===== config.mk =====
export PLATFORM = sky130hd
export DESIGN_NAME = scancode_line_editor_flat
export DESIGN_NICKNAME = d
export VERILOG_FILES = /design/src/hw/rtl/scle_pkg.sv /design/src/hw/rtl/scle_if.sv /design/src/hw/rtl/scle_decode.sv /design/src/hw/rtl/scle_result_queue.sv /design/src/hw/rtl/scancode_line_editor.sv /design/src/flat_wrapper.sv
export SDC_FILE = /design/constraint.sdc
export NUM_CORES = 1
export LEC_CHECK = 0
export ABC_AREA = 1
export ABC_CLOCK_PERIOD_IN_PS = 4200
export BUFFER_PORTS_ARGS = -buffer_cell sky130_fd_sc_hd__buf_2
export CAP_MARGIN = 15
export CORE_MARGIN = 8
export CORE_UTILIZATION = 48
export CTS_CLUSTER_DIAMETER = 150
export CTS_CLUSTER_SIZE = 25
export DETAILED_ROUTE_END_ITERATION = 6
export GPL_TIMING_DRIVEN = 0
export PLACE_DENSITY = 0.76
export SETUP_SLACK_MARGIN = 0.2
export SLEW_MARGIN = 10
export SYNTH_ARGS = -nofsm -noshare
export SYNTH_HDL_FRONTEND = slang
export SYNTH_SLANG_ARGS = --single-unit

===== constraint.sdc =====
create_clock -name clk -period 4.2 [get_ports clk]
set_input_delay 0.42 -clock clk [delete_from_list [all_inputs] [get_ports clk]]
set_output_delay 0.42 -clock clk [all_outputs]
set_load 0.005 [all_outputs]

===== src/hw/rtl/scle_pkg.sv =====
package scle_pkg;

	// scan codes with a fixed meaning
	localparam logic [7:0] SC_LSHIFT     = 8'h2A;
	localparam logic [7:0] SC_RSHIFT     = 8'h36;
	localparam logic [7:0] SC_LSHIFT_BRK = 8'hAA;
	localparam logic [7:0] SC_RSHIFT_BRK = 8'hB6;
	localparam logic [7:0] SC_CAPS       = 8'h3A;

	// ascii codes with a special role
	localparam logic [6:0] CH_NONE  = 7'h00;
	localparam logic [6:0] CH_BACK  = 7'h08;
	localparam logic [6:0] CH_ENTER = 7'h0A;

	// event kinds
	localparam logic [1:0] EV_STORE = 2'd0;
	localparam logic [1:0] EV_ERASE = 2'd1;
	localparam logic [1:0] EV_END   = 2'd2;

	localparam logic [8:0] CAP_RESET = 9'd256;
	localparam int TABLE_LEN = 58;

	localparam logic [6:0] LOWER_MAP [TABLE_LEN] = '{
		7'h00, 7'h00, 7'h31, 7'h32, 7'h33, 7'h34, 7'h35, 7'h36,
		7'h37, 7'h38, 7'h39, 7'h30, 7'h2D, 7'h3D, 7'h08, 7'h09,
		7'h71, 7'h77, 7'h65, 7'h72, 7'h74, 7'h79, 7'h75, 7'h69,
		7'h6F, 7'h70, 7'h5B, 7'h5D, 7'h0A, 7'h00, 7'h61, 7'h73,
		7'h64, 7'h66, 7'h67, 7'h68, 7'h6A, 7'h6B, 7'h6C, 7'h3B,
		7'h27, 7'h60, 7'h00, 7'h5C, 7'h7A, 7'h78, 7'h63, 7'h76,
		7'h62, 7'h6E, 7'h6D, 7'h2C, 7'h2E, 7'h2F, 7'h00, 7'h2A,
		7'h00, 7'h20
	};

	localparam logic [6:0] UPPER_MAP [TABLE_LEN] = '{
		7'h00, 7'h00, 7'h21, 7'h40, 7'h23, 7'h24, 7'h25, 7'h5E,
		7'h26, 7'h2A, 7'h28, 7'h29, 7'h5F, 7'h2B, 7'h08, 7'h09,
		7'h51, 7'h57, 7'h45, 7'h52, 7'h54, 7'h59, 7'h55, 7'h49,
		7'h4F, 7'h50, 7'h7B, 7'h7D, 7'h0A, 7'h00, 7'h41, 7'h53,
		7'h44, 7'h46, 7'h47, 7'h48, 7'h4A, 7'h4B, 7'h4C, 7'h3A,
		7'h22, 7'h7E, 7'h00, 7'h7C, 7'h5A, 7'h58, 7'h43, 7'h56,
		7'h42, 7'h4E, 7'h4D, 7'h3C, 7'h3E, 7'h3F, 7'h00, 7'h2A,
		7'h00, 7'h20
	};

	typedef struct packed {
		logic [1:0] event_kind;
		logic [6:0] char_code;
		logic [7:0] position;
		logic [7:0] line_length;
		logic       last;
	} result_t;

	typedef struct packed {
		logic       shift_held;
		logic       caps_on;
		logic [7:0] char_count;
	} edit_state_t;

	typedef struct packed {
		logic [1:0]  n_res;
		result_t     res0;
		result_t     res1;
		edit_state_t nxt;
	} decode_t;

	// character for a make code, zero past the tables
	function automatic logic [6:0] map_char(input logic [6:0] idx, input logic upper);
		logic [6:0] ch;
		ch = CH_NONE;
		if (int'(idx) < TABLE_LEN) begin
			ch = upper ? UPPER_MAP[idx[5:0]] : LOWER_MAP[idx[5:0]];
		end
		return ch;
	endfunction

	// characters per line, capacity clamped to 2..256
	function automatic logic [7:0] char_limit(input logic [8:0] cap);
		logic [7:0] lim;
		if (cap < 9'd2) begin
			lim = 8'd1;
		end else if (cap > 9'd256) begin
			lim = 8'd255;
		end else begin
			lim = 8'(cap - 9'd1);
		end
		return lim;
	endfunction

endpackage


===== src/hw/rtl/scle_if.sv =====
// scan code channel
interface scle_scan_if;
	logic       valid;
	logic       ready;
	logic [7:0] scan_code;

	modport source (output valid, output scan_code, input ready);
	modport sink (input valid, input scan_code, output ready);
endinterface

// editor event channel
interface scle_result_if;
	logic       valid;
	logic       ready;
	logic [1:0] event_kind;
	logic [6:0] char_code;
	logic [7:0] position;
	logic [7:0] line_length;
	logic       last;

	modport source (output valid, output event_kind, output char_code, output position,
		output line_length, output last, input ready);
	modport sink (input valid, input event_kind, input char_code, input position,
		input line_length, input last, output ready);
endinterface

// line capacity write channel
interface scle_cfg_if;
	logic       valid;
	logic       ready;
	logic [8:0] line_capacity;

	modport source (output valid, output line_capacity, input ready);
	modport sink (input valid, input line_capacity, output ready);
endinterface


===== src/hw/rtl/scle_decode.sv =====
module scle_decode #(
	parameter int TABLE_ENTRIES = 58
) (
	input  logic [7:0]            scan_code,
	input  scle_pkg::edit_state_t cur,
	input  logic [8:0]            line_capacity,
	output scle_pkg::decode_t     dec
);
	import scle_pkg::*;

	logic [6:0] ch;
	logic       in_table;
	logic [7:0] lim;
	logic [7:0] cnt_inc;
	logic [7:0] cnt_dec;

	// table lookup and line limit
	assign ch       = map_char(scan_code[6:0], cur.shift_held ^ cur.caps_on);
	assign in_table = !scan_code[7] && (int'(scan_code) < TABLE_ENTRIES);
	assign lim      = char_limit(line_capacity);
	assign cnt_inc  = cur.char_count + 8'd1;
	assign cnt_dec  = cur.char_count - 8'd1;

	// modifier handling and editing action
	always_comb begin
		dec       = '0;
		dec.nxt   = cur;
		priority if (scan_code == SC_LSHIFT || scan_code == SC_RSHIFT) begin
			dec.nxt.shift_held = 1'b1;
		end else if (scan_code == SC_LSHIFT_BRK || scan_code == SC_RSHIFT_BRK) begin
			dec.nxt.shift_held = 1'b0;
		end else if (scan_code == SC_CAPS) begin
			dec.nxt.caps_on = !cur.caps_on;
		end else if (!in_table || ch == CH_NONE) begin
			dec.n_res = 2'd0;
		end else if (ch == CH_ENTER) begin
			dec.n_res = 2'd1;
			dec.res0  = '{EV_END, CH_NONE, 8'd0, cur.char_count, 1'b1};
			dec.nxt   = '0;
		end else if (ch == CH_BACK) begin
			if (cur.char_count != 8'd0) begin
				dec.n_res          = 2'd1;
				dec.res0           = '{EV_ERASE, CH_NONE, cnt_dec, cnt_dec, 1'b1};
				dec.nxt.char_count = cnt_dec;
			end
		end else if (cnt_inc >= lim) begin
			// store fills the line, line end follows
			dec.n_res = 2'd2;
			dec.res0  = '{EV_STORE, ch, cur.char_count, cnt_inc, 1'b0};
			dec.res1  = '{EV_END, CH_NONE, 8'd0, cnt_inc, 1'b1};
			dec.nxt   = '0;
		end else begin
			dec.n_res          = 2'd1;
			dec.res0           = '{EV_STORE, ch, cur.char_count, cnt_inc, 1'b1};
			dec.nxt.char_count = cnt_inc;
		end
	end

endmodule


===== src/hw/rtl/scle_result_queue.sv =====
module scle_result_queue (
	input  logic              clk,
	input  logic              arst_n,
	input  logic              push,
	input  logic [1:0]        n_res,
	input  scle_pkg::result_t res0,
	input  scle_pkg::result_t res1,
	input  logic              pop,
	output logic              can_take,
	output logic              out_valid,
	output scle_pkg::result_t out_res
);
	import scle_pkg::*;

	result_t    ent0_q;
	result_t    ent1_q;
	logic [1:0] cnt_q;

	// room for a full pair once this cycle's pop is done
	assign can_take  = (cnt_q == 2'd0) || (cnt_q == 2'd1 && pop);
	assign out_valid = (cnt_q != 2'd0);
	assign out_res   = ent0_q;

	// occupancy
	always_ff @(posedge clk or negedge arst_n) begin
		if (!arst_n) begin
			cnt_q <= 2'd0;
		end else if (push) begin
			cnt_q <= n_res;
		end else if (pop) begin
			cnt_q <= cnt_q - 2'd1;
		end
	end

	// entries, head at ent0
	always_ff @(posedge clk) begin
		if (push) begin
			ent0_q <= res0;
			ent1_q <= res1;
		end else if (pop) begin
			ent0_q <= ent1_q;
		end
	end

endmodule


===== src/hw/rtl/scancode_line_editor.sv =====
// Line editor fed by PS/2 scan code set 1 bytes.
// Channels: scan takes one scan code per transaction; result gives editor
// events (character stored, character erased, line ended), each with the
// buffer position and line length; cfg writes line_capacity, which is
// always ready and must only be written while the block is idle.
// Throughput: one scan code per cycle while each code yields at most one
// event and result does not stall. A code that fills the line yields a
// store and a line end into the two-entry result queue, so a code with an
// event right behind it waits in the input register until the line end pops.
// An event reaches result through the input register, then decode into the
// result queue.
// Codes that only change modifiers or carry no character give no event.
// Reset clears shift, caps, the character count and the result queue, and
// sets line_capacity to 256.
// When result stalls, its head event holds; scan stays ready until the input
// register holds a code with an event that the queue cannot take.
module scancode_line_editor #(
	parameter int TABLE_ENTRIES = 58
) (
	input  logic                 clk,
	input  logic                 arst_n,
	scle_scan_if.sink            scan,
	scle_result_if.source        result,
	scle_cfg_if.sink             cfg
);
	import scle_pkg::*;

	logic [7:0]  code_s1;
	logic        valid_s1;
	edit_state_t st_q;
	logic [8:0]  cap_q;
	decode_t     dec;
	logic        can_take;
	logic        advance;
	logic        push;
	logic        pop;
	logic        out_valid;
	result_t     out_res;

	// input register
	assign advance    = valid_s1 && (can_take || dec.n_res == 2'd0);
	assign push       = advance && (dec.n_res != 2'd0);
	assign scan.ready = !valid_s1 || advance;

	always_ff @(posedge clk or negedge arst_n) begin
		if (!arst_n) begin
			valid_s1 <= 1'b0;
		end else if (scan.ready) begin
			valid_s1 <= scan.valid;
		end
	end

	always_ff @(posedge clk) begin
		if (scan.valid && scan.ready) begin
			code_s1 <= scan.scan_code;
		end
	end

	// editor state, updated as each code leaves the input register
	always_ff @(posedge clk or negedge arst_n) begin
		if (!arst_n) begin
			st_q <= '0;
		end else if (advance) begin
			st_q <= dec.nxt;
		end
	end

	// capacity register
	assign cfg.ready = 1'b1;

	always_ff @(posedge clk or negedge arst_n) begin
		if (!arst_n) begin
			cap_q <= CAP_RESET;
		end else if (cfg.valid) begin
			cap_q <= cfg.line_capacity;
		end
	end

	scle_decode #(
		.TABLE_ENTRIES(TABLE_ENTRIES)
	) u_decode (
		.scan_code    (code_s1),
		.cur          (st_q),
		.line_capacity(cap_q),
		.dec          (dec)
	);

	// result queue and output channel
	assign pop = out_valid && result.ready;

	scle_result_queue u_queue (
		.clk      (clk),
		.arst_n   (arst_n),
		.push     (push),
		.n_res    (dec.n_res),
		.res0     (dec.res0),
		.res1     (dec.res1),
		.pop      (pop),
		.can_take (can_take),
		.out_valid(out_valid),
		.out_res  (out_res)
	);

	assign result.valid       = out_valid;
	assign result.event_kind  = out_res.event_kind;
	assign result.char_code   = out_res.char_code;
	assign result.position    = out_res.position;
	assign result.line_length = out_res.line_length;
	assign result.last        = out_res.last;

endmodule


===== src/flat_wrapper.sv =====
// flat-port wrapper written by rule: the top's interface ports become plain ports
module scancode_line_editor_flat import scle_pkg::*;
#(
	parameter int TABLE_ENTRIES = 58
)
  (clk, arst_n, scan_valid, scan_scan_code, scan_ready, result_valid, result_event_kind, result_char_code, result_position, result_line_length, result_last, result_ready, cfg_valid, cfg_line_capacity, cfg_ready);
  scle_scan_if scan_i ();
  scle_result_if result_i ();
  scle_cfg_if cfg_i ();
  input  logic clk;
  input  logic arst_n;
  input wire logic [$bits(scan_i.valid)-1:0] scan_valid;
  input wire logic [$bits(scan_i.scan_code)-1:0] scan_scan_code;
  output wire logic [$bits(scan_i.ready)-1:0] scan_ready;
  output wire logic [$bits(result_i.valid)-1:0] result_valid;
  output wire logic [$bits(result_i.event_kind)-1:0] result_event_kind;
  output wire logic [$bits(result_i.char_code)-1:0] result_char_code;
  output wire logic [$bits(result_i.position)-1:0] result_position;
  output wire logic [$bits(result_i.line_length)-1:0] result_line_length;
  output wire logic [$bits(result_i.last)-1:0] result_last;
  input wire logic [$bits(result_i.ready)-1:0] result_ready;
  input wire logic [$bits(cfg_i.valid)-1:0] cfg_valid;
  input wire logic [$bits(cfg_i.line_capacity)-1:0] cfg_line_capacity;
  output wire logic [$bits(cfg_i.ready)-1:0] cfg_ready;
  assign scan_i.valid = scan_valid;
  assign scan_i.scan_code = scan_scan_code;
  assign scan_ready = scan_i.ready;
  assign result_valid = result_i.valid;
  assign result_event_kind = result_i.event_kind;
  assign result_char_code = result_i.char_code;
  assign result_position = result_i.position;
  assign result_line_length = result_i.line_length;
  assign result_last = result_i.last;
  assign result_i.ready = result_ready;
  assign cfg_i.valid = cfg_valid;
  assign cfg_i.line_capacity = cfg_line_capacity;
  assign cfg_ready = cfg_i.ready;
  scancode_line_editor #(.TABLE_ENTRIES(TABLE_ENTRIES)) u_core (.clk(clk), .arst_n(arst_n), .scan(scan_i), .result(result_i), .cfg(cfg_i));
endmodule

======== Word level (Yosys, flattened, before mapping) ========
Memory sizes are Yosys's and may differ from the RTL's.
Cells that the tools add are included.
storage, ports and cells
  word-level logic and storage cells ...... 111
  register bits ........................... 82
  memories ................................ 2
  input port bits ......................... 22
  bits in read-only memories .............. 896
  output and inout port bits .............. 29
memory list
  memory            depth  bits a word  rd ports  clocked after Yosys merged registers in  write ports  line            source
  (name not given)  64     7            1         0                                        0            scle_pkg.sv:71  ch = upper ? UPPER_MAP[idx[5:0]] : LOWER_MAP[idx[5:0]];
  (name not given)  64     7            1         0                                        0            scle_pkg.sv:71
cells by class
  eq/ne operators ......................... 14
  reduce and logical (&&, ||, !) cells .... 30
  add/sub/neg operators ................... 4
  mux-type cells .......................... 31
  order comparisons ....................... 6
  bitwise logic cells ..................... 7
operator list
  operator             number
  $mux 28              5
  $mux 54              2
  $mux 26              3
  $mux 62              1
  $mux 55              1
  $mux 7               6
  $mux 8               5
  $mux 27              1
  $eq 8x6->1 const B   3
  $eq 8x8->1 const B   2
  $sub 8x1->8 const B  2
  $eq 7x4->1 const B   2
  $reduce_and 6->1     2
  $mux 10              1
  $gt 9x9->1 const B   1
  $lt 9x2->1 const B   1
  $ne 3x3->1 const B   3
  $add 8x1->8 const B  1
  $ge 8x8->1           1
  $lt 8x6->1 const B   1
  $reduce_bool 8->1    1
  $ge 7x7->1 const B   1
  $logic_not 7->1      1
  $lt 7x6->1 const B   1
  other kinds (20)     44

======== Logic depth before layout (Yosys ltp) ========
Gate-level depths: netlist of the first run.
  word-level depth ........................ 18
  mapped depth ............................ 23
  mapped depth without buffers ............ 22

======== Cells and area by module ========
Synthesis of the first run repeated with hierarchy kept, for this count alone.
unflattened totals
  cell total of the unflattened synthesis .. 790
  area, all modules ....................... 5,881.9 sq um
by module, submodules not included
  module                cells an instance  sequential area each (sq um)  times used  area an instance (sq um)
  scle_decode           548                0.0                           1           2,787.7
  scle_result_queue     156                1,611.5                       1           2,026.9
  scancode_line_editor  86                 742.0                         1           1,067.3

======== Worst setup path before layout of the first run ========
Ideal clock, no wire load.
  path type ............................... flip-flop to flip-flop
  from .................................... register u_core.code_s1[0]
  to ...................................... register u_core.u_queue.ent0_q, in the netlist u_core.u_queue.out_res[0], enable pin
  arrival time ............................ 2.772 ns
  stages on the path, launching flop included .. 20
  buffers on the path ..................... 1
  required time ........................... 3.815 ns
  library setup time ...................... 0.385 ns
  path slack .............................. 1.044 ns
  period minus slack after synthesis ...... 3.156 ns
  cell sequence ........................... edfxtp_1 > buf_2 > inv_1 > ha_1 > inv_1 > nor2_1 > nor2_1 > nor2_1 > nand2_1 > nand2_1 > nand2_1 > nand3_1 > nand2_1 > nand2_2 > nor2_2 > nand2_2 > nand3_2 > nor2_4 > nand3_4 > nand2_1
between the ends
  word-level cells in the longest chain between the ends .. 18
  elaborated cells between the ends (all ways) .. 36
  those cells by class .................... order compare: 2; eq/ne: 7; mux: 12; bitwise: 1; reduce/logical: 12; memory: 2
RTL lines
  what                                       line                        source
  start: declaration                         scancode_line_editor.sv:28  logic [7:0] code_s1;
  start signal: assignment                   scancode_line_editor.sv:55  code_s1 <= scan.scan_code;
  $not 6->7 (not written as such)            scle_pkg.sv:71
  $mem_v2 64x7                               -
  $mux 7 (not written as such) (2 in a row)  scle_pkg.sv:71
  $mux 7                                     scle_pkg.sv:71
  $mux 7                                     scle_pkg.sv:70              if (int'(idx) < TABLE_LEN) begin
  $eq 7x4->1                                 scle_decode.sv:40           end else if (ch == CH_BACK) begin
  $mux 28                                    scle_decode.sv:40
  $mux 28                                    scle_decode.sv:36           end else if (ch == CH_ENTER) begin
  $mux 2                                     scle_decode.sv:34           end else if (!in_table || ch == CH_NONE) begin
  $mux 55                                    scle_decode.sv:32           end else if (scan_code == SC_CAPS) begin
  $mux 54                                    scle_decode.sv:30           end else if (scan_code == SC_LSHIFT_BRK || scan_code == SC_RSHIFT_BRK) begin
  $mux 54 (*)                                scle_decode.sv:28           priority if (scan_code == SC_LSHIFT || scan_code == SC_RSHIFT) begin
  $logic_not 2->1                            scancode_line_editor.sv:41  assign advance = valid_s1 && (can_take || dec.n_res == 2'd0);
  $logic_or 1x1->1                           scancode_line_editor.sv:41
  $logic_and 1x1->1                          scancode_line_editor.sv:41
  $logic_and 1x1->1 (*)                      scancode_line_editor.sv:42  assign push = advance && (dec.n_res != 2'd0);
  $reduce_bool 2->1 (no source line) (*)     -
  end signal: assignment                     scle_result_queue.sv:38     ent0_q <= res0;
  end signal: assignment                     scle_result_queue.sv:41     ent0_q <= ent1_q;
  end: declaration                           scle_result_queue.sv:15     result_t ent0_q;
Every way passes the cells marked *; elsewhere a longest branch is shown, timed or not. The select of a mux whose other input is x is not followed.
A chain may end at the register's enable or synchronous reset.

======== Worst setup path in the final report of the first run ========
  from .................................... register u_core.code_s1[1]
  to ...................................... output scan_ready
between the ends
  word-level cells in the longest chain between the ends .. 17
  elaborated cells between the ends (all ways) .. 34
  those cells by class .................... order compare: 2; eq/ne: 7; mux: 12; bitwise: 1; reduce/logical: 10; memory: 2
RTL lines
  what                                       line                        source
  $not 6->7 (not written as such)            scle_pkg.sv:71
  $mem_v2 64x7                               -
  $mux 7 (not written as such) (2 in a row)  scle_pkg.sv:71
  $mux 7                                     scle_pkg.sv:71
  $mux 7                                     scle_pkg.sv:70
  $eq 7x4->1                                 scle_decode.sv:40
  $mux 28                                    scle_decode.sv:40
  $mux 28                                    scle_decode.sv:36
  $mux 2                                     scle_decode.sv:34
  $mux 55                                    scle_decode.sv:32
  $mux 54                                    scle_decode.sv:30
  $mux 54 (*)                                scle_decode.sv:28
  $logic_not 2->1 (*)                        scancode_line_editor.sv:41
  $logic_or 1x1->1 (*)                       scancode_line_editor.sv:41
  $logic_and 1x1->1 (*)                      scancode_line_editor.sv:41
  $logic_or 1x1->1 (*)                       scancode_line_editor.sv:43  assign scan.ready = !valid_s1 || advance;
  end: declaration                           flat_wrapper.sv:14          output wire logic [$bits(scan_i.ready)-1:0] scan_ready;
Marked as above.

==> results of run 1 <==
-- area by class of cell --
type / instances / share of cell area
plain buffers: 23 / 0.02525
clock buffers: 11 / 0.02641
clock inverters: 5 / 0.006078
inverters: 81 / 0.05727
multi-input cells: 495 / 0.4619
flip-flops and latches: 65 / 0.3443
well taps: 133 / 0.03109
repair buffers: 49 / 0.04769
-- stage by stage --
stage / instances / hold WS, ns / worst slack [ns] / utilization / power [mW]
after floorplan: 664 / 0.1244 / 1.044 / - / 1.752
after global placement: 845 / 0.4323 / 0.2800 / 0.5332 / 2.045
after detailed placement: 845 / 0.4379 / 0.2564 / 0.5332 / 2.074
after CTS: 861 / 0.06118 / 0.2431 / 0.5512 / 2.557
after global routing: 862 / 0.07718 / 0.2591 / 0.5527 / 2.775
final: 862 / 0.03811 / 0.5552 / 0.5527 / 2.572
-- cells in the mapped netlist, drive strengths merged --
cell type,n,area share
mux2,1,0.0024
ha,24,0.063
dfrtp,21,0.11
or2,3,0.0039
o2111ai,1,0.0018
nand3,53,0.064
xnor2,1,0.0018
nand4,12,0.016
xor2,14,0.026
inv,81,0.064
o31ai,2,0.0032
a31oi,2,0.0026
a21oi,34,0.036
nor2,76,0.065
nor4,2,0.0026
dfstp,1,0.0055
edfxtp,43,0.27
a22oi,1,0.0016
nor3,9,0.0095
conb,1,0.00079
clkbuf,7,0.0055
nand2,203,0.16
o21ai,56,0.059
buf,16,0.023
-- metal layers --
| layer | part of all wire | wire length [µm] | global-route usage | vias up |
|---|---|---|---|---|
| met5 | 0 | 0 | 0 | - |
| met4 | 0.014 | 175 | 0.05166 | 0 |
| met2 | 0.42 | 5375 | 0.2919 | 214 |
| li1 | - | - | - | 2277 |
| met3 | 0.089 | 1138 | 0.04742 | 15 |
| met1 | 0.47 | 6037 | 0.2804 | 2088 |
-- sequential cells by signal, summed over array words and instances (netlist names) --
name	count
u_core.st_q	10
u_core.cap_q	9
u_core.u_queue.out_res	26
u_core.valid_s1	1
u_core.u_queue.ent1_q	9
u_core.code_s1	8
u_core.u_queue.cnt_q	2
-- critical path, stage by stage (launching register included) --
cell and delay (ns):
edfxtp_1 0.68, inv_2 0.22, ha_1 0.30, inv_1 0.11, nor2_1 0.06, nor2_1 0.19
nand2_1 0.08, nand2_1 0.07, nand2_1 0.04, nand2_1 0.05, nand3_1 0.10, inv_1 0.09
nand3_2 0.09, nor2_2 0.22, nand3_2 0.14, inv_2 0.13, nor2_4 0.06, nand3_1 0.12
buf_2 0.14
-- report_power, final --
part           switching, mW  leakage [nW]  internal (mW)
Sequential            0.0804         0.686          0.847
Combinational          0.778          1.80          0.387
Clock                  0.252        0.0830          0.228
-- worst paths after layout --
kind / startpoint / endpoint / slack, ns / cells after the start
min in group clk: scan_scan_code[4] / u_core.code_s1[4] / 0.25 / 1
max: u_core.code_s1[1] / scan_ready / 0.56 / 18
min: arst_n / u_core.st_q[7] / 0.04 / 1
max in group asynchronous: arst_n / u_core.cap_q[8] / 3.79 / 1
max reg2reg: u_core.code_s1[1] / u_core.u_queue.out_res[11] / 0.63 / 19
min reg2reg: u_core.u_queue.ent1_q[8] / u_core.u_queue.out_res[8] / 0.52 / 2
-- cells by family (layout without fill, tap and decap cells) --
| kind of cell | after synthesis | count (layout) | share of synthesized area |
|---|---|---|---|
| flops | 65 | 65 | 0.3874 |
| mux | 1 | 1 | 0.002367 |
| other cells | 1 | 1 | 0.0007883 |
| buf+inv | 104 | 169 | 0.09285 |
| xor+xnor | 15 | 15 | 0.02762 |
| simple gates | 358 | 358 | 0.3219 |
| fa+ha+maj | 24 | 24 | 0.06313 |
| compound gates | 96 | 96 | 0.1039 |
==> impl_metrics.json, run 1 <==
{
  "max-vdd-ir-drop_mv": 0.2962,
  "hold_buffers": 0,
  "drv_slew": 0,
  "final.fill_count": 933,
  "start_kind": "register",
  "critPathKind": "register to primary output",
  "syn2layout_area_growth_pct": 12.52,
  "syn_area_per_cell_um2": 7.164,
  "ff_latch_area_um2": 1843,
  "grtUsageTotal": 0.1974,
  "htree_levels": 3,
  "dr.pass1.iters": 5,
  "vias_per_cell": 5.329,
  "cts_tree": "yes",
  "tns_ns": 0,
  "cts_made_buffers": 9,
  "drc_errors": 0,
  "ys_seq_area_frac": 0.3874,
  "period_minus_slack_ns": 3.645,
  "cts.clk_slew.worst_paths_ns": 0.08,
  "routabilityCongestion": 0.9279,
  "overflow": 0,
  "ys_types": 35,
  "clkSinkCount": 65,
  "yosysWarnings": 0,
  "grt_max_degree": 29,
  "most-common-layout-cells": "nand2_1 (200), nor2_1 (71), inv_1 (69), buf_2 (57), nand3_1 (47)",
  "cts_buffer_depth": 2,
  "initialDrtViolationCount": 383,
  "finalInstanceArea_um2": 5353,
  "cp.arrival_ns": 3.22,
  "skew_ns": 0.01193,
  "layout.nets": 770,
  "fmax_ghz": 0.2744,
  "coreArea_um2": 9684,
  "rsz0062_at_grt": "false",
  "status": "completed",
  "multi_input_area_um2": 2472,
  "routed-via-count": 4594,
  "final_common_cell": "nand2_1",
  "cts.repair.resized": 0,
  "hold_viol_final": 0,
  "worstPathRequired_ns": 3.78,
  "grt_pass1_wl_mm": 20.87,
  "initial_utilization": 0.4912,
  "dp.final_hpwl_mm": 9.609,
  "leakagePower_nw": 2.567,
  "place_area_um2": 5164,
  "relSlewSlack": 0.3086,
  "worst_slew_pin_slew_ns": 1.029,
  "postRouteAntennaNets": 0,
  "post_cts_buffers": 0,
  "io_pins": 51,
  "grt_pass1_vias": 4258,
  "synth_nets": 710,
  "finalSetupViolCount": 0,
  "endpoint_kind": "primary output",
  "hp-class": "primary input to asynchronous set/reset pin",
  "drv_cap": 0,
  "numPortBuffers": 48,
  "die_x_um": 115.6,
  "syn_area_um2": 4757,
  "diodes": 0,
  "layout-drive-gt1-share": 0.1481,
  "antenna_found_initial": 0,
  "synthCells": 664,
  "wirelength_mm": 12.73,
  "wl_per_cell_um": 14.76,
  "insertion_delay_ns": 0.35,
  "post-route-period-util": 0.8678,
  "root_buffer": "clkbuf_8",
  "critPathMaxFanout": 13,
  "die-area_um2": 13350,
  "synth-seq-cells": 65,
  "die-height_um": 115.6,
  "num_rows": 36,
  "powerDensity_nw_per_um2": 480.5
}
Power figures use the tool's default switching activity.
==> run 2: changes to the inputs <==
Settings changed: ABC_AREA 1 to 0, BUFFER_PORTS_ARGS -buffer_cell sky130_fd_sc_hd__buf_2 to -buffer_cell sky130_fd_sc_hd__buf_4, CORE_MARGIN 8 to 4.
==> impl_metrics.json, run 2 <==
{
  "diodes": 0,
  "cts.clk_slew.worst_paths_ns": 0.08,
  "most-common-layout-cells": "buf_4 (69), nand2_1 (46), o21ai_0 (45), edfxtp_1 (43), nor2_1 (39)",
  "synth_top_area_cell": "edfxtp_1",
  "routabilityCongestion": 0.9540,
  "grt_pass1_vias": 4448,
  "status": "completed",
  "coreArea_um2": 10280,
  "wl_per_cell_um": 18.86,
  "period_minus_slack_ns": 3.926,
  "synth_edf_count": 43,
  "fin_ws_ns": 0.2742,
  "leakagePower_nw": 2.432,
  "htree_levels": 3,
  "grtUsageTotal": 0.2340,
  "fmax_ghz": 0.2547,
  "numPortBuffers": 49,
  "drv_cap": 0,
  "insertion_delay_ns": 0.36,
  "grt_max_degree": 27,
  "netlist_top_cells_area": "edfxtp_1 (26%), dfrtp_1 (10%), ha_1 (5.9%), o21ai_0 (4.5%), nand2_1 (3.6%)",
  "worst_slew_pin_slew_ns": 0.7135,
  "max-vdd-ir-drop_mv": 0.2687,
  "post-route-period-util": 0.9347,
  "dr.pass1.iters": 7,
  "critPathMaxFanout": 10,
  "synth.most_common_cell": "nand2_1",
  "skew_ns": 0.009266,
  "finalSetupViolCount": 0,
  "root_buffer": "clkbuf_8",
  "drv_slew": 0,
  "final.fill_count": 883,
  "syn_area_per_cell_um2": 9.203,
  "endpoint_kind": "register",
  "die-height_um": 110.6,
  "syn2layout_area_growth_pct": 17.43,
  "ys.flop_type": "edfxtp_1",
  "num_rows": 37,
  "powerDensity_nw_per_um2": 414.0,
  "routed-via-count": 4662,
  "cts_buffer_depth": 2,
  "start_kind": "register",
  "wirelength_mm": 14.41,
  "worstPathRequired_ns": 4.29,
  "die_x_um": 110.6,
  "ys_seq_area_frac": 0.3648,
  "place_area_um2": 5590,
  "synth-seq-cells": 65,
  "cts_made_buffers": 9,
  "postRouteAntennaNets": 0,
  "io_pins": 51,
  "layout.nets": 669,
  "die-area_um2": 12230,
  "tns_ns": 0,
  "yosysWarnings": 0,
  "vias_per_cell": 6.102,
  "hold_viol_final": 0,
  "grt_pass1_wl_mm": 23.47,
  "dp_slack_ns": -0.8146,
  "rsz0062_at_grt": "true",
  "initial_utilization": 0.4916,
  "finalInstanceArea_um2": 5933,
  "largest_reg_flops": 26,
  "cp.arrival_ns": 4.01,
  "cts_tree": "yes",
  "clkSinkCount": 65,
  "syn_area_um2": 5052,
  "synth_top_area_frac": 0.2556,
  "ys_types": 91,
  "initialDrtViolationCount": 505,
  "synth_nets": 595,
  "final_common_cell": "buf_4",
  "antenna_found_initial": 0,
  "drc_errors": 0,
  "critPathKind": "register to register",
  "async_reset_ff_frac": 0.3385,
  "layout-drive-gt1-share": 0.2532,
  "hp-class": "primary input to register",
  "dp.final_hpwl_mm": 10.14,
  "synth_common_cells": "nand2_1 (48), o21ai_0 (45), edfxtp_1 (43)",
  "synthCells": 549,
  "overflow": 0,
  "relSlewSlack": 0.5211
}
## run 2: metrics by stage
step                      instances  utilization  total power, mW  hold WS, ns
final                           764       0.5773            2.457       0.2345
after floorplan                 549            -            1.576       0.1244
after detailed placement        734       0.5439            1.918       0.3363
after CTS                       756       0.5677            2.431       0.2303
after global routing            764       0.5773            2.611       0.2330
after global placement          734       0.5439            1.894       0.3407
## run 2: final timing paths
kind / cells past startpoint / end / start / slack (ns)
max reg2reg: 13 / u_core.u_queue.ent1_q[5] / u_core.code_s1[1] / 0.27
max in group asynchronous: 2 / u_core.cap_q[8] / arst_n / 3.40
min: 1 / u_core.code_s1[0] / scan_scan_code[0] / 0.23
min in group asynchronous: 2 / u_core.st_q[4] / arst_n / 0.49
max: 13 / u_core.u_queue.ent1_q[5] / u_core.code_s1[1] / 0.27
min reg2reg: 2 / u_core.u_queue.out_res[2] / u_core.u_queue.ent1_q[2] / 0.54
## run 2: final cells by class
type,instances,area [µm²],share of cell area
multi-input cells,417,2908,0.4901
flip-flops and latches,65,1843,0.3106
repair buffers,63,475.5,0.08013
plain buffers,41,259.0,0.04365
well taps,136,170.2,0.02868
clock buffers,10,137.6,0.02320
inverters,26,101.3,0.01708
clock inverters,6,38.79,0.006537
## run 2: routing by layer
metal	part of all wire	vias to the layer above	global-route usage
li1	-	2161	-
met1	0.44	2199	0.3403
met2	0.45	274	0.3523
met4	0.017	0	0.06158
met3	0.097	28	0.05260
met5	0	-	0
## run 2: timing repair
| item | in CTS | in global routing |
|---|---|---|
| buffers inserted | 5 | 8 |
| resized for setup | 5 | 14 |
| endpoints found under the setup margin | 88 | 68 |
| pin swaps | 1 | 4 |
| endpoints found under the hold margin | 21 | 0 |
| hold buffers | 1 | 0 |
## run 2: worst max-delay path, stage by stage, from the launching register on
cell and delay, ns:
edfxtp_1 0.37, clkbuf_4 0.23, clkinvlp_4 0.17, buf_4 0.17, ha_1 0.42, nor2_1 0.09, o21ai_0 0.22, a221o_1 0.20
o211a_2 0.22, clkbuf_1 0.47, nor3b_2 0.43, a21oi_1 0.18, nand3_1 0.37, nor2_1 0.12
## run 2: kinds of logic after synthesis
logic type | after synthesis | share of synthesized area
compound gates | 151 | 0.2026
buf+inv | 67 | 0.06885
xor+xnor | 16 | 0.02922
other cells | 1 | 0.0007422
simple gates | 199 | 0.2140
mux | 26 | 0.06043
fa+ha+maj | 24 | 0.05944
flops | 65 | 0.3648
## run 2: power breakdown
part	internal, mW	switching (mW)	total (mW)
clock network	0.232	0.271	0.502
logic	0.439	0.621	1.06
registers	0.826	0.0686	0.895
total	1.50	0.960	2.46
==> run 3: changes to the inputs <==
Settings changed: ABC_AREA 0 to 1.
==> impl_metrics.json, run 3 (synthesis gave the netlist of run 1 again) <==
{
  "final.fill_count": 973,
  "reg2reg_slack_ns": 0.51,
  "insertion_delay_ns": 0.35,
  "final_common_cell": "nand2_1",
  "setup.worst_path.start": "u_core.code_s1[1]",
  "routabilityCongestion": 0.9510,
  "cts_made_buffers": 9,
  "critPathKind": "register to primary output",
  "hp-class": "primary input to register",
  "routed-via-count": 4563,
  "layout-drive-gt1-share": 0.1509,
  "wirelength_mm": 12.89,
  "critical_path.endpoint": "scan_ready",
  "root_buffer": "clkbuf_8",
  "die-area_um2": 11570,
  "hold_viol_final": 0,
  "endpoint_kind": "primary output",
  "finalSetupViolCount": 0,
  "dp.final_hpwl_mm": 9.604,
  "dr.pass1.iters": 5,
  "fmax_ghz": 0.2704,
  "diodes": 0,
  "critPathMaxFanout": 13,
  "timing.rr.start": "u_core.code_s1[1]",
  "io_pins": 51,
  "grt_pass1_wl_mm": 20.96,
  "postRouteAntennaNets": 0,
  "worst_slew_pin_slew_ns": 1.042,
  "layout.nets": 770,
  "antenna_found_initial": 0,
  "drv_cap": 0,
  "num_rows": 36,
  "cts.clk_slew.worst_paths_ns": 0.08,
  "coreArea_um2": 9729,
  "start_kind": "register",
  "post-route-period-util": 0.8807,
  "met3RoutedLength_mm": 1.145,
  "drc_errors": 0,
  "cts_buffer_depth": 2,
  "initial_utilization": 0.4889,
  "wl_met2_mm": 5.549,
  "grt_pass1_vias": 4246,
  "most-common-layout-cells": "nand2_1 (199), nor2_1 (71), inv_1 (69), buf_4 (52), nand3_1 (47)",
  "powerDensity_nw_per_um2": 488.1,
  "largest_reg_flops": 26,
  "worstPathRequired_ns": 3.78,
  "cts_tree": "yes",
  "clkSinkCount": 65,
  "ff_latch_area_um2": 1843,
  "vias_per_cell": 5.294,
  "die_x_um": 107.6,
  "rsz0062_at_grt": "false",
  "status": "completed",
  "overflow": 0,
  "drv_slew": 0,
  "tns_ns": 0,
  "rr_worst_depth": 18,
  "multi_input_area_um2": 2475,
  "relSlewSlack": 0.3000,
  "cp.arrival_ns": 3.28,
  "skew_ns": 0.01124,
  "wl_met1_mm": 6.046,
  "grt_max_degree": 29,
  "period_minus_slack_ns": 3.699,
  "numPortBuffers": 48,
  "syn2layout_area_growth_pct": 15.57,
  "hold_ws_ns": 0.2431,
  "leakagePower_nw": 2.621,
  "die-height_um": 107.6,
  "initialDrtViolationCount": 401,
  "wl_per_cell_um": 14.96,
  "grtUsageTotal": 0.2302,
  "top_layer": "met4",
  "htree_levels": 3,
  "reg2reg_to": "u_core.u_queue.out_res[1]",
  "max-vdd-ir-drop_mv": 0.3088
}
## run 3: report_power, final
group | switching, mW | internal [mW] | leakage (nW)
sequential | 0.0848 | 0.849 | 0.686
combinational | 0.780 | 0.418 | 1.83
clock | 0.273 | 0.279 | 0.100
## run 3: critical path: stages (launching register included)
cell	delay, ns
edfxtp_1	0.70
inv_2	0.21
ha_1	0.43
nor2_1	0.07
nand2_1	0.08
inv_1	0.05
nor2_1	0.13
nand2_1	0.06
nand2_1	0.08
nand2_1	0.06
nand3_1	0.10
nand2_1	0.12
nand2_2	0.13
inv_2	0.07
nand3_2	0.10
inv_2	0.06
nor2_4	0.15
nand3_1	0.14
buf_4	0.17
## run 3: how the worst min path moves through the flow
stage                       from                end  slack (ns)  depth (start not counted)
3_3_place_gp              arst_n     u_core.st_q[7]        0.33                          1
6_report       scan_scan_code[0]  u_core.code_s1[0]        0.24                          1
3_5_place_dp              arst_n     u_core.st_q[4]        0.33                          1
2_1_floorplan             arst_n    u_core.cap_q[0]        0.12                          0
4_1_cts        scan_scan_code[0]  u_core.code_s1[0]        0.23                          1
5_1_grt        scan_scan_code[4]  u_core.code_s1[4]        0.23                          1
## run 3: metal layers
metal / global-route usage / up-vias
met3: 0.04799 / 15
li1: - / 2283
met4: 0.05050 / 0
met5: 0 / -
met1: 0.3420 / 2048
met2: 0.3455 / 217
## run 3: timing repair
action,in CTS,in global routing
hold buffers,1,0
resized for setup,1,0
setup endpoints to repair,26,0
buffers inserted,0,0
hold endpoints to repair,21,0
## run 3: stage by stage
step	setup WS, ns	power (mW)	utilization	cells	cell area (µm²)
finish	0.5012	2.683	0.5651	862	5498
floorplan	1.044	1.752	-	664	4757
CTS	0.5237	2.673	0.5651	862	5498
detailed placement	0.1646	2.120	0.5431	845	5284
global route	0.2335	2.900	0.5651	862	5498
global placement	0.2373	2.083	0.5431	845	5284
## run 3: layout make-up
type	instances	area share
well taps	133	0.03027
repair buffers	49	0.06736
flip-flops and latches	65	0.3352
clock inverters	7	0.01411
inverters	81	0.05576
clock buffers	9	0.02253
multi-input cells	495	0.4502
plain buffers	23	0.02458
